--- config.mk ---
export PLATFORM = sky130hd
export DESIGN_NAME = apdu_command_serializer_core
export DESIGN_NICKNAME = d
export VERILOG_FILES = /design/src/sv/apdu_ser_pkg.sv /design/src/sv/apdu_command_serializer_core.sv
export SDC_FILE = /design/constraint.sdc
export NUM_CORES = 1
export LEC_CHECK = 0
export ABC_AREA = 1
export BUFFER_PORTS_ARGS = -buffer_cell sky130_fd_sc_hd__buf_2
export CAP_MARGIN = 10
export CORE_MARGIN = 3
export CORE_UTILIZATION = 45
export DETAILED_ROUTE_END_ITERATION = 16
export PLACE_DENSITY = 0.65
export SYNTH_ARGS = -nofsm -noshare
export SYNTH_HDL_FRONTEND = slang
export SYNTH_SLANG_ARGS = --single-unit
export TNS_END_PERCENT = 1
--- constraint.sdc ---
create_clock -name clk -period 4.05 [get_ports clk]
set_input_delay 0.81 -clock clk [delete_from_list [all_inputs] [get_ports clk]]
set_output_delay 0.81 -clock clk [all_outputs]
set_load 0.005 [all_outputs]
--- src/sv/apdu_ser_pkg.sv ---
// shared types and codes for the apdu command serializer
package apdu_ser_pkg;

	localparam logic REQ_HEADER = 1'b0;
	localparam logic REQ_DATA   = 1'b1;

	localparam logic [2:0] CASE_1       = 3'd0;
	localparam logic [2:0] CASE_2_SHORT = 3'd1;
	localparam logic [2:0] CASE_2_EXT   = 3'd2;
	localparam logic [2:0] CASE_3_SHORT = 3'd3;
	localparam logic [2:0] CASE_3_EXT   = 3'd4;
	localparam logic [2:0] CASE_4_SHORT = 3'd5;
	localparam logic [2:0] CASE_4_EXT   = 3'd6;
	localparam logic [2:0] CASE_INVALID = 3'd7;

	localparam logic [1:0] ST_OK         = 2'd0;
	localparam logic [1:0] ST_BAD_CASE   = 2'd1;
	localparam logic [1:0] ST_LC_T0      = 2'd2;
	localparam logic [1:0] ST_UNEXPECTED = 2'd3;

	localparam int unsigned MAX_BYTES = 7;
	localparam logic [7:0] BYTE_ZERO = 8'h00;
	localparam logic [15:0] LC_SHORT_MAX = 16'd255;

	typedef struct packed {
		logic        req_type;
		logic [7:0]  class_byte;
		logic [7:0]  instr_byte;
		logic [7:0]  param_one;
		logic [7:0]  param_two;
		logic [2:0]  apdu_case;
		logic [15:0] data_count;
		logic [16:0] expected_len;
		logic [7:0]  data_byte;
	} req_t;

	typedef struct packed {
		logic [7:0] out_byte;
		logic       last_byte;
		logic [1:0] status;
	} rsp_t;

	typedef struct packed {
		logic [1:0]      n;
		logic [1:0][7:0] b;
	} trailer_t;

	// le trailer after the data bytes of a t1 command that has both data and response
	function automatic trailer_t le_trailer(logic t0, logic [2:0] cs, logic [15:0] le);
		trailer_t r;
		r = '0;
		if (!t0) begin
			if (cs == CASE_4_SHORT) begin
				r.n = 2'd1;
				r.b[0] = le[7:0];
			end else if (cs == CASE_4_EXT) begin
				r.n = 2'd2;
				r.b[0] = le[15:8];
				r.b[1] = le[7:0];
			end
		end
		return r;
	endfunction

endpackage

--- src/sv/apdu_command_serializer_core.sv ---
// apdu command serializer top level
//
// A header beat on in_data starts a command; the block queues its header and
// length bytes (four to seven in all) in a result buffer and sends them on
// out_data one beat per cycle while out_ready is high. Each following data
// beat passes one command byte, plus the Le trailer after the last one.
// last_byte marks the final byte of a command and every error result.
// Latency: the first result of an item is valid in the cycle after it is
// accepted. Data streams at one byte per cycle while out_ready is high; the
// last data beat also carries the Le trailer, up to three bytes in all.
// A header beat holds the input until all its bytes, up to seven, are taken,
// since the single result buffer drains one byte per cycle while out_ready is high.
// in_ready rises in the cycle the buffer's last byte is taken, so the next
// item is loaded with no gap.
// When the receiver stalls, the buffer holds and in_ready stays low.
// The cfg channel writes protocol_t0 (1 = T0 layout); it is always ready.
// Reset empties the buffer and clears the command state and protocol_t0 (T1 layout).
module apdu_command_serializer_core
	import apdu_ser_pkg::*;
(
	input  logic clk,
	input  logic arst_n,
	input  logic in_valid,
	output logic in_ready,
	input  req_t in_data,
	output logic out_valid,
	input  logic out_ready,
	output rsp_t out_data,
	input  logic cfg_valid,
	output logic cfg_ready,
	input  logic cfg_data
);

	logic        protocol_t0_q;
	logic [15:0] bytes_left_q;
	logic [2:0]  held_case_q;
	logic [15:0] held_expected_q;
	logic        in_command_q;

	logic [7:0]  seq_q [MAX_BYTES];
	logic [2:0]  cnt_q;
	logic        last_q;
	logic [1:0]  st_q;

	logic [7:0]  seq_d [MAX_BYTES];
	logic [7:0]  pre [MAX_BYTES];
	logic [2:0]  npre;
	logic [2:0]  cnt_d;
	logic        last_d;
	logic [1:0]  st_d;
	logic [15:0] bl_d;
	logic        inc_d;
	logic        hold_upd;
	trailer_t    trl;

	logic in_acc;
	logic out_acc;

	assign cfg_ready = 1'b1;
	assign out_valid = (cnt_q != 3'd0);
	assign out_acc   = out_valid && out_ready;
	assign in_ready  = (cnt_q == 3'd0) || (out_ready && cnt_q == 3'd1);
	assign in_acc    = in_valid && in_ready;

	assign out_data.out_byte  = seq_q[0];
	assign out_data.last_byte = last_q && (cnt_q == 3'd1);
	assign out_data.status    = st_q;

	always_comb begin
		logic [2:0]  cs;
		logic [15:0] lc;
		logic [15:0] le;
		logic        err;
		logic        trl_done;
		logic [2:0]  idx;
		cs       = in_data.apdu_case;
		lc       = in_data.data_count;
		le       = in_data.expected_len[15:0];
		err      = 1'b0;
		trl_done = 1'b0;
		st_d     = ST_OK;
		last_d   = 1'b0;
		bl_d     = bytes_left_q;
		inc_d    = in_command_q;
		hold_upd = 1'b0;
		trl      = '0;
		npre     = 3'd0;
		idx      = 3'd0;
		for (int i = 0; i < MAX_BYTES; i++) begin
			pre[i] = BYTE_ZERO;
		end
		if (in_data.req_type == REQ_HEADER) begin
			pre[0] = in_data.class_byte;
			pre[1] = in_data.instr_byte;
			pre[2] = in_data.param_one;
			pre[3] = in_data.param_two;
			npre   = 3'd4;
			if (cs == CASE_INVALID) begin
				err  = 1'b1;
				st_d = ST_BAD_CASE;
			end else if (cs == CASE_3_EXT && protocol_t0_q && lc > LC_SHORT_MAX) begin
				err  = 1'b1;
				st_d = ST_LC_T0;
			end else begin
				case (cs) inside
					CASE_1: begin
						if (protocol_t0_q) begin
							pre[4] = BYTE_ZERO;
							npre   = 3'd5;
						end
					end
					CASE_2_SHORT: begin
						pre[4] = le[7:0];
						npre   = 3'd5;
					end
					CASE_2_EXT: begin
						if (protocol_t0_q) begin
							pre[4] = le[7:0];
							npre   = 3'd5;
						end else begin
							pre[4] = BYTE_ZERO;
							pre[5] = le[15:8];
							pre[6] = le[7:0];
							npre   = 3'd7;
						end
					end
					CASE_3_SHORT, CASE_4_SHORT: begin
						pre[4] = lc[7:0];
						npre   = 3'd5;
					end
					default: begin
						if (protocol_t0_q) begin
							pre[4] = lc[7:0];
							npre   = 3'd5;
						end else if (cs == CASE_4_EXT && lc == 16'd0) begin
							// no data bytes: only le goes out, in extended form
							pre[4]   = BYTE_ZERO;
							pre[5]   = le[15:8];
							pre[6]   = le[7:0];
							npre     = 3'd7;
							trl_done = 1'b1;
						end else begin
							pre[4] = BYTE_ZERO;
							pre[5] = lc[15:8];
							pre[6] = lc[7:0];
							npre   = 3'd7;
						end
					end
				endcase
				hold_upd = 1'b1;
				bl_d     = (cs >= CASE_3_SHORT) ? lc : 16'd0;
				if (bl_d == 16'd0) begin
					if (!trl_done) begin
						trl = le_trailer(protocol_t0_q, cs, le);
					end
					last_d = 1'b1;
					inc_d  = 1'b0;
				end else begin
					inc_d = 1'b1;
				end
			end
			if (err) begin
				bl_d  = 16'd0;
				inc_d = 1'b0;
			end
		end else begin
			if (!in_command_q || bytes_left_q == 16'd0) begin
				err  = 1'b1;
				st_d = ST_UNEXPECTED;
			end else begin
				pre[0] = in_data.data_byte;
				npre   = 3'd1;
				bl_d   = bytes_left_q - 16'd1;
				if (bl_d == 16'd0) begin
					trl    = le_trailer(protocol_t0_q, held_case_q, held_expected_q);
					last_d = 1'b1;
					inc_d  = 1'b0;
				end
			end
		end
		if (err) begin
			for (int i = 0; i < MAX_BYTES; i++) begin
				seq_d[i] = BYTE_ZERO;
			end
			cnt_d  = 3'd1;
			last_d = 1'b1;
		end else begin
			for (int i = 0; i < MAX_BYTES; i++) begin
				idx      = 3'(i) - npre;
				seq_d[i] = (3'(i) < npre) ? pre[i] : trl.b[idx[0]];
			end
			cnt_d = npre + {1'b0, trl.n};
		end
	end

	always_ff @(posedge clk or negedge arst_n) begin
		if (!arst_n) begin
			protocol_t0_q   <= 1'b0;
			bytes_left_q    <= '0;
			held_case_q     <= CASE_1;
			held_expected_q <= '0;
			in_command_q    <= 1'b0;
			cnt_q           <= '0;
			last_q          <= 1'b0;
			st_q            <= ST_OK;
		end else begin
			if (cfg_valid && cfg_ready) begin
				protocol_t0_q <= cfg_data;
			end
			if (in_acc) begin
				cnt_q        <= cnt_d;
				last_q       <= last_d;
				st_q         <= st_d;
				bytes_left_q <= bl_d;
				in_command_q <= inc_d;
				if (hold_upd) begin
					held_case_q     <= in_data.apdu_case;
					held_expected_q <= in_data.expected_len[15:0];
				end
			end else if (out_acc) begin
				cnt_q <= cnt_q - 3'd1;
			end
		end
	end

	// byte buffer, drained from the front
	always_ff @(posedge clk) begin
		if (in_acc) begin
			seq_q <= seq_d;
		end else if (out_acc) begin
			for (int i = 0; i < MAX_BYTES - 1; i++) begin
				seq_q[i] <= seq_q[i + 1];
			end
		end
	end

`ifndef SYNTHESIS
	a_item_gives_result: assert property (@(posedge clk) disable iff (!arst_n)
		in_acc |=> out_valid)
		else $error("accepted beat produced no result");

	a_error_is_last: assert property (@(posedge clk) disable iff (!arst_n)
		out_valid && out_data.status != ST_OK |-> out_data.last_byte && cnt_q == 3'd1)
		else $error("error result not a single last beat");

	a_busy_has_bytes: assert property (@(posedge clk) disable iff (!arst_n)
		in_command_q |-> bytes_left_q != 16'd0)
		else $error("command open with no data bytes left");

	a_no_overwrite: assert property (@(posedge clk) disable iff (!arst_n)
		in_acc && out_valid |-> out_ready && cnt_q == 3'd1)
		else $error("buffer reloaded before it drained");
`endif

endmodule
==> results.tsv, run 1 <==
stage	metric	value	unit
route	drt_iter0_markers	629	
placement	dp.cells	1182	
critical_path	cp.arrival	3330	ps
floorplanning	coreArea	0.0146	mm^2
clock_tree	clock_path_buffers	2	
pwr	power_frac_clock	18.5	%
synthesis	synth-xor-area-share	0.258	%
critical_path	end_kind	flop	
global_route	grt_max_degree	64	
timing	tns	0	ps
floorplanning	ios	97	
pwr	powerDensity	580	mW/mm^2
finish	antenna_cells	0	
pwr	leakagePower	3.63	nW
synthesis	synth_edf_count	56	
run	maxCapViolCount	0	
timing	fmax	0.320	GHz
pwr	total_power	4.40	mW
clock_tree	post_cts.repair.setup_buffers	0	
floorplanning	design.die.area	0.0166	mm^2
timing	min_period	3120	ps
min_path	hold_path.class	primary input to async pin	
route	routed_wl	20400	um
synthesis	synth_common_cells	316 x nand2_1, 84 x o21ai_0, 76 x inv_1	
synthesis	synth_compound_area_share	13.8	%
synthesis	synth_area	0.00680	mm^2
floorplanning	die_w	129	um
pwr	p_sw_share	40.6	%
clock_tree	tritoncts	yes	
finish	layout.cells.non_filler	1198	
critical_path	worst_setup_path_start_kind	flop	
placement	numPortBuffers	94	
route	drc_errors	0	
synthesis	syn-num-nets	1034	
synthesis	avgSynthCellArea	7.20	um^2
clock_tree	numCtsBuffers	9	
critical_path	worstRegToRegCells	17	
clock_tree	clk_latency	350	ps
pwr	p_sw	1.79	mW
critical_path	worstSetupPathType	flop to flop	
global_route	grt_use_total	25.1	%
synthesis	synth_area_leaders	edfxtp_1 25%, nand2_1 17%, dfrtp_1 16%, o21ai_0 6.2%, nand3_1 5.2%	
synthesis	synthDominantCellAreaShare	24.7	%
clock_tree	htreeDepth	3	
critical_path	reg2reg_slack	930	ps
pwr	pwr-share-seq	43.0	%
synthesis	synthFlopType	edfxtp_1	
finish	drive_gt1_share	18.1	%
global_route	grt_pass1_vias	6105	
critical_path	cp_max_fo	5	
timing	drv_slew	0	
route	via_count	6577	
timing	worst_pin_slew	662	ps
clock_tree	cts_hold_buf	0	
finish	final_core_util	51.9	%
placement	dp_hpwl	14800	um
route	viasPerCell	5.49	
route	wl_per_cell	17.0	um
synthesis	ys_ff_latch	99	
synthesis	seq_area_frac_synth	40.6	%
timing	clock_skew	9.91	ps
status	outcome	finished clean	
timing	post-route-period-util	77.1	%
timing	setup_slack	927	ps
timing	rsz0062_at_grt	no	
global_route	antenna_found_initial	0	
clock_tree	cts_resized	0	
synthesis	synthDistinctLibCells	45	
critical_path	r2r_end	cnt_q[1]	
floorplanning	rows	44	
finish	area_delta_synth_final	11.7	%
floorplanning	die_h	129	um
global_route	grt_pass1_wl	32400	um
placement	pre_cts_slack	787	ps
timing	finalHoldViolCount	0	
synthesis	synthMuxAreaShare	0.331	%
route	postRouteAntennaNets	0	
synthesis	synth_top_family_by_area	simple AND/OR/NAND/NOR gates	
synthesis	yosysMostFrequentCell	nand2_1	
pwr	peakVddDrop	239	uV
synthesis	yosysTopAreaCell	edfxtp_1	
clock_tree	clk_pin_slew	70	ps
synthesis	synthSimpleGateAreaFrac	34.6	%
synthesis	async_reset_ff_share	43.4	%
route	dr.pass1.iters	6	
timing	setup_viol	0	
critical_path	cp.required	4260	ps
synthesis	synthCells	944	
finish	final_nets	1099	
timing	relSlewSlack	55.8	%
synthesis	synthAdderAreaFrac	1.40	%
global_route	gr-total-overflow	0	
pwr	internal_power	2.62	mW
synthesis	yosysWarnings	0	
floorplanning	start_util	46.4	%
pwr	p_comb_share	38.5	%
placement	gp_congestion	0.974	
clock_tree	clockRootBuffer	clkbuf_16	
clock_tree	numClockSinks	99	
critical_path	timing.rr.start	bytes_left_q[0]	
kinds of logic (layout without fill, tap and decap cells):
group,count (synthesis),after routing
buf+inv,142,212
simple gates,529,529
flops,99,99
compound gates,162,162
mux,2,2
fa+ha+maj,7,7
other cells,1,1
xor+xnor,2,2
worst max-delay path: stages, from the launching register on:
cell and delay [ps]:
dfrtp_1 420, inv_1 130, ha_1 270, xnor2_1 310, nand3_1 120, nor3_1 230
nand3_1 120, nor2_2 100, nand3_2 120, o22ai_1 130, inv_1 50, nor2_1 100
ha_1 180, fa_1 400, nand2_1 70, o21ai_0 90, nand2_1 60, o21ai_0 80
state kept, by name, summed over array words and instances (netlist names):
register / count
bytes_left_q: 16
cnt_q: 3
held_case_q: 3
held_expected_q: 16
in_command_q: 1
last_q: 1
out_data: 8
protocol_t0_q: 1
seq_q: 48
st_q: 2
per-layer routing:
layer	GRT usage (%)	wire length, um	vias up
li1	-	-	3250
met1	34.7	8910	3044
met2	40.1	9510	252
met3	4.65	1400	31
met4	7.66	546	0
met5	0	0	-
how the worst max path moves through the flow:
stage	from	endpoint	slack, ps	cells after the start
after floorplan	bytes_left_q[0]	cnt_q[1]	1200	20
after global placement	in_data[38]	cnt_q[1]	800	16
after detailed placement	in_data[38]	cnt_q[1]	790	16
after CTS	bytes_left_q[0]	cnt_q[1]	920	20
after global routing	bytes_left_q[0]	cnt_q[1]	630	18
final	bytes_left_q[0]	cnt_q[1]	930	17
power groups by stage:
stage | logic [mW] | registers (mW) | clock network (mW)
after detailed placement | 1.69 | 1.91 | 0
after global routing | 1.93 | 1.94 | 0.870
after CTS | 1.70 | 1.89 | 0.829
after global placement | 1.66 | 1.90 | 0
final | 1.69 | 1.89 | 0.814
after floorplan | 1.32 | 1.80 | 0
placed cells by master (no fill, tap or decap), drive strengths merged, types with 8 or more instances in the layout:
cell / count
nor2: 81
dfrtp: 43
o32ai: 8
o211ai: 8
nand3: 76
clkbuf: 10
nand2: 326
a21oi: 26
edfxtp: 56
buf: 108
o21ai: 92
inv: 88
a22o: 8
nand4: 24
or2: 16
through the flow:
stage | hold slack, ps | cell area [um^2]
after floorplan | 448 | 6800
after global placement | 470 | 7330
after detailed placement | 473 | 7330
after CTS | 419 | 7590
after global routing | 423 | 7590
final | 420 | 7590
layout make-up:
type / instances / area, um^2
Tap cell: 184 / 230
Inverter: 88 / 330
Clock buffer: 10 / 229
Timing Repair Buffer: 108 / 576
Fill cell: 1490 / 7050
Sequential cell: 99 / 2760
Multi-Input combinational cell: 703 / 3430
Clock inverter: 6 / 38.8
Note: power is estimated with default switching activity, not from simulation.
==> run 2: changes to the inputs <==
--- a/config.mk
+++ b/config.mk
@@ -11,7 +11,7 @@
 export CORE_MARGIN = 3
 export CORE_UTILIZATION = 45
 export DETAILED_ROUTE_END_ITERATION = 16
-export PLACE_DENSITY = 0.65
+export PLACE_DENSITY = 0.68
 export SYNTH_ARGS = -nofsm -noshare
 export SYNTH_HDL_FRONTEND = slang
 export SYNTH_SLANG_ARGS = --single-unit
==> constraint.sdc (replaced) <==
create_clock -name clk -period 2.8 [get_ports clk]
set_input_delay 0.56 -clock clk [delete_from_list [all_inputs] [get_ports clk]]
set_output_delay 0.56 -clock clk [all_outputs]
set_load 0.005 [all_outputs]
==> results.tsv, run 2 (synthesis gave the netlist of run 1 again) <==
stage	metric	value	unit	change
status	outcome	finished with violations		
status	violations	setup timing		
timing	relSlewSlack	47.8	%	-7.9 points
global_route	grt_use_total	26.0	%	+0.97 points
timing	setup_slack	-16.9	ps	-944 ps
critical_path	timing.rr.start	bytes_left_q[1]		
route	postRouteAntennaNets	0		unchanged
min_path	hold_path.class	primary input to async pin		
clock_tree	htreeDepth	3		unchanged
critical_path	cp_common_cell	nand3_2		
critical_path	worstRegToRegCells	20		+3
timing	min_period	2820	ps	-306 ps
clock_tree	numCtsBuffers	9		unchanged
finish	fin_area	0.00814	mm^2	+7.2%
timing	rsz0062_at_grt	yes		
critical_path	cp_slowest_cell	fa_1		
critical_path	r2r_end	cnt_q[2]		
finish	final_nets	1156		+5.2%
critical_path	worstPathCellList	buf_4 -> nor2_4 -> nand2_4 -> nor2_8 -> buf_6 -> buf_4 -> nand3_2 -> nand2_2 -> nor2_4 -> nand3_2 -> nor2_2 -> nand3_2 -> o22ai_2 -> inv_1 -> nor2_2 -> ha_2 -> fa_1 -> xnor2_1 -> nand2_1 -> a22oi_1		
finish	drive_gt1_share	24.0	%	+5.9 points
clock_tree	cts_hold_buf	0		unchanged
finish	final_core_util	55.6	%	+3.7 points
critical_path	worst_setup_path_start_kind	flop		
placement	dp.cells	1231		+4.1%
timing	worst_pin_slew	782	ps	+120 ps
timing	post-route-period-util	101	%	+23 points
route	routed_wl	21500	um	+5.6%
critical_path	cp.arrival	3090	ps	-240 ps
clock_tree	clock_path_buffers	2		unchanged
global_route	grt_max_degree	67		+4.7%
route	via_count	6961		+5.8%
route	wl_per_cell	17.1	um	+0.79%
placement	dp_hpwl	15700	um	+6.2%
floorplanning	ios	97		unchanged
critical_path	cp_max_fo	6		+1
timing	drv_slew	0		unchanged
global_route	grt_pass1_vias	6425		+5.2%
critical_path	startpoint	bytes_left_q[1]		
placement	gp_congestion	0.976		+0.11%
critical_path	end_kind	flop		
finish	top_register	seq_q		
route	routed-wl-met3	1450	um	+3.7%
floorplanning	die_h	129	um	unchanged
global_route	gr-total-overflow	0		unchanged
run	maxCapViolCount	0		unchanged
finish	top_regs	seq_q: 48 flops, bytes_left_q: 16 flops, held_expected_q: 16 flops		
timing	setup_viol	2		+2
finish	antenna_cells	0		unchanged
floorplanning	rows	44		unchanged
finish	largest_reg_flops	48		unchanged
timing	finalHoldViolCount	0		unchanged
floorplanning	start_util	46.4	%	unchanged
pwr	leakagePower	3.94	nW	+8.5%
clock_tree	clk_latency	360	ps	about the same
clock_tree	clockRootBuffer	clkbuf_16		
placement	pre_cts_slack	-97.3	ps	-884 ps
finish	layout_commonest_cell	nand2_1		
critical_path	worstSetupPathType	flop to flop		
critical_path	cp.required	3080	ps	-1180 ps
clock_tree	tritoncts	yes		
floorplanning	die_w	129	um	unchanged
global_route	grt_pass1_wl	33600	um	+3.5%
placement	place_area	0.00771	mm^2	+5.2%
finish	area_delta_synth_final	19.7	%	
global_route	antenna_found_initial	0		unchanged
route	drc_errors	0		unchanged
floorplanning	coreArea	0.0146	mm^2	unchanged
critical_path	reg2reg_slack	-20	ps	-940 ps
route	dr.pass1.iters	6		unchanged
route	top_layer_used	met4		
timing	clock_skew	8.72	ps	-1.19 ps
timing	fmax	0.355	GHz	+11%
route	drt_iter0_markers	737		+17%
floorplanning	design.die.area	0.0166	mm^2	unchanged
route	viasPerCell	5.55		+1.0%
critical_path	critPathMaxStageDelay	430	ps	about the same
route	wl_met2	9940	um	+4.5%
finish	final_cell_mix	315 x nand2_1, 94 x buf_2, 82 x o21ai_0		
finish	layout.cells.non_filler	1255		+4.8%
clock_tree	numClockSinks	99		unchanged
placement	numPortBuffers	94		unchanged
clock_tree	clk_pin_slew	70	ps	about the same
route	wl_met1	9390	um	+5.4%
pwr	peakVddDrop	404	uV	+69%
pwr	powerDensity	859	mW/mm^2	+48%
run 2: how the worst max path moves through the flow:
stage	to	cells after the start	slack, ps
6_report	cnt_q[2]	20	-20
5_1_grt	cnt_q[1]	17	-190
4_1_cts	cnt_q[1]	20	-20
3_5_place_dp	cnt_q[1]	18	-100
3_3_place_gp	cnt_q[1]	18	-50
2_1_floorplan	cnt_q[1]	20	10
run 2: cell type report:
| type | instances | area (um^2) |
|---|---|---|
| Clock buffer | 9 | 225 |
| Clock inverter | 7 | 92.6 |
| Fill cell | 1440 | 6510 |
| Inverter | 88 | 330 |
| Multi-Input combinational cell | 703 | 3480 |
| Sequential cell | 99 | 2760 |
| Tap cell | 184 | 230 |
| Timing Repair Buffer | 165 | 1020 |
run 2: metrics by stage:
step                      hold WS, ps  power [mW]  TNS [ps]
final                             265        6.99     -25.6
after global routing              349        7.50      -357
after CTS                         299        6.91     -22.8
after detailed placement          473        5.50     -97.3
after global placement            473        5.41     -48.7
after floorplan                   264        4.53         0
run 2: repair_timing:
action                                  in CTS  in global routing
endpoints found under the setup margin       1                  5
hold endpoints to repair                     0                  0
pin swaps                                   13                 13
setup buffers                                3                  5
gates resized for setup                     10                  6
run 2: metal layers:
metal	up-vias	track usage, %
li1	3365	-
met4	0	10.3
met3	54	3.69
met2	289	40.7
met5	-	0
met1	3253	36.5
run 2: power by group:
group | switching (mW) | internal, mW
Sequential | 0.408 | 2.33
Combinational | 1.76 | 1.16
Clock | 0.624 | 0.717
run 2: critical path, delay by kind of cell, from the launching register on:
| kind | cells | cell delay [ps] |
|---|---|---|
| simple gates | 11 | 910 |
| xor+xnor | 1 | 180 |
| compound gates | 2 | 220 |
| flops | 1 | 390 |
| buf+inv | 4 | 430 |
| fa+ha+maj | 2 | 620 |
==> run 3: changes to the inputs <==
--- a/config.mk
+++ b/config.mk
@@ -9,9 +9,8 @@
 export BUFFER_PORTS_ARGS = -buffer_cell sky130_fd_sc_hd__buf_2
 export CAP_MARGIN = 10
 export CORE_MARGIN = 3
-export CORE_UTILIZATION = 45
+export CORE_UTILIZATION = 38
 export DETAILED_ROUTE_END_ITERATION = 16
-export PLACE_DENSITY = 0.68
 export SYNTH_ARGS = -nofsm -noshare
 export SYNTH_HDL_FRONTEND = slang
 export SYNTH_SLANG_ARGS = --single-unit
==> results.tsv, run 3 (synthesis gave the netlist of run 1 again) <==
stage	metric	value	unit	change
critical_path	startpoint	bytes_left_q[1]		
timing	tns	-103	ps	-77.0 ps
critical_path	worst_setup_path_start_kind	flop		
critical_path	worstPathCellList	inv_2 -> ha_4 -> nand3_4 -> buf_4 -> inv_2 -> nand2_1 -> nand2_1 -> nor3_1 -> nand3_2 -> nor2_2 -> nand3_2 -> o22ai_1 -> inv_1 -> nor2_2 -> ha_2 -> fa_1 -> nand2_1 -> o21ai_1 -> nand2_1 -> o21ai_0		
placement	pre_cts_slack	-64.9	ps	+32.3 ps
global_route	grt_max_degree	64		-4.5%
route	viasPerCell	5.18		-6.7%
finish	largest_reg_flops	48		unchanged
finish	final_cell_mix	315 x nand2_1, 94 x buf_2, 91 x buf_4		
finish	top_regs	seq_q: 48 flops, bytes_left_q: 16 flops, held_expected_q: 16 flops		
route	postRouteAntennaNets	0		unchanged
global_route	grt_pass1_vias	6441		+0.25%
route	via_count	6818		-2.1%
timing	finalHoldViolCount	0		unchanged
timing	relSlewSlack	58.7	%	+11 points
timing	drv_slew	0		unchanged
global_route	antenna_found_initial	0		unchanged
critical_path	cp_num_buf_inv	4		unchanged
pwr	powerDensity	841	mW/mm^2	-2.1%
global_route	grt_pass1_wl	34400	um	+2.5%
critical_path	timing.rr.start	bytes_left_q[1]		
clock_tree	clockRootBuffer	clkbuf_16		
clock_tree	clk_pin_slew	80	ps	about the same
clock_tree	clock_path_buffers	2		unchanged
critical_path	critical_path.top_delay_family	simple AND/OR/NAND/NOR gates		
finish	final_core_util	47.8	%	-7.7 points
finish	antenna_cells	0		unchanged
timing	clock_skew	15.0	ps	+6.29 ps
critical_path	cp_slowest_cell	fa_1		
critical_path	end_kind	flop		
critical_path	worstRegToRegCells	20		unchanged
floorplanning	coreArea	0.0174	mm^2	+19%
finish	area_delta_synth_final	22.6	%	
route	dr.pass1.iters	5		-1
route	drc_errors	0		unchanged
timing	post-route-period-util	104	%	+3.1 points
global_route	gr-total-overflow	0		unchanged
floorplanning	rows	48		+9.1%
floorplanning	die_w	140	um	+8.4%
finish	layout_commonest_cell	nand2_1		
timing	fmax	0.345	GHz	-3.0%
clock_tree	numClockSinks	99		unchanged
critical_path	cp.required	3050	ps	-30 ps
critical_path	worstSetupPathType	flop to flop		
floorplanning	start_util	39.0	%	-7.4 points
placement	gp_congestion	0.967		-0.86%
critical_path	critPathMaxStageDelay	410	ps	-20 ps
clock_tree	tritoncts	yes		
status	violations	setup timing		
floorplanning	design.die.area	0.0195	mm^2	+18%
timing	worst_pin_slew	619	ps	-163 ps
clock_tree	htreeDepth	3		unchanged
global_route	grt_use_total	22.2	%	-3.8 points
clock_tree	clk_latency	370	ps	about the same
timing	min_period	2900	ps	+85.6 ps
critical_path	cp_common_cell	nand2_1		
pwr	leakagePower	4.04	nW	+2.6%
critical_path	reg2reg_slack	-100	ps	-90 ps
floorplanning	die_h	140	um	+8.4%
finish	final_nets	1177		+1.8%
pwr	peakVddDrop	456	uV	+13%
route	wl_per_cell	16.6	um	-2.9%
status	outcome	finished with violations		
run	maxCapViolCount	0		unchanged
critical_path	r2r_end	cnt_q[1]		
floorplanning	ios	97		unchanged
critical_path	cp_max_fo	6		unchanged
timing	rsz0062_at_grt	yes		
route	drt_iter0_markers	865		+17%
finish	drive_gt1_share	25.4	%	+1.4 points
critical_path	crit_cells	20		unchanged
placement	dp.cells	1296		+5.3%
finish	top_register	seq_q		
finish	layout.cells.non_filler	1317		+4.9%
critical_path	cp.arrival	3150	ps	+60 ps
placement	numPortBuffers	94		unchanged
pwr	total_power	7.01	mW	+0.22%
timing	setup_viol	1		-1
timing	setup_slack	-103	ps	-85.6 ps
min_path	hold_path.class	primary input to async pin		
clock_tree	numCtsBuffers	9		unchanged
route	routed_wl	21900	um	+1.9%
placement	dp_hpwl	16400	um	+4.3%
-- run 3: what timing repair did --
item / CTS / global route
buffers inserted: 1 / 4
hold buffers: 0 / 0
pin swaps: 2 / 9
setup endpoints to repair: 1 / 2
resized for setup: 3 / 9
gates cloned: 0 / 0
-- run 3: where the power goes --
| part | switching (mW) | internal (mW) |
|---|---|---|
| clock network | 0.675 | 0.649 |
| logic | 1.77 | 1.22 |
| registers | 0.363 | 2.33 |
-- run 3: layout make-up --
cell class	instances	area (um^2)
clock inverter	7	83.8
clock buffer	9	225
tap	225	282
timing repair buffer	186	1170
fill	1802	9090
multi-input combinational	703	3480
inverter	88	330
sequential	99	2760
-- run 3: per-stage QoR --
step | cell area, um^2 | hold slack, ps
2_1_floorplan | 6800 | 264
3_3_place_gp | 7950 | 456
3_5_place_dp | 7950 | 464
4_1_cts | 8280 | 67.2
5_1_grt | 8330 | 76.3
6_report | 8330 | 66.7
-- run 3: worst max path at each step --
stage and end:
6_report cnt_q[1], 2_1_floorplan cnt_q[1], 5_1_grt cnt_q[1], 4_1_cts cnt_q[1]
3_5_place_dp cnt_q[1], 3_3_place_gp cnt_q[1]
-- run 3: layer usage --
layer / track usage [%] / share of wire [%]
met5: 0 / 0
met4: 7.19 / 3.0
met3: 4.78 / 7.1
met2: 35.0 / 46
met1: 30.7 / 44
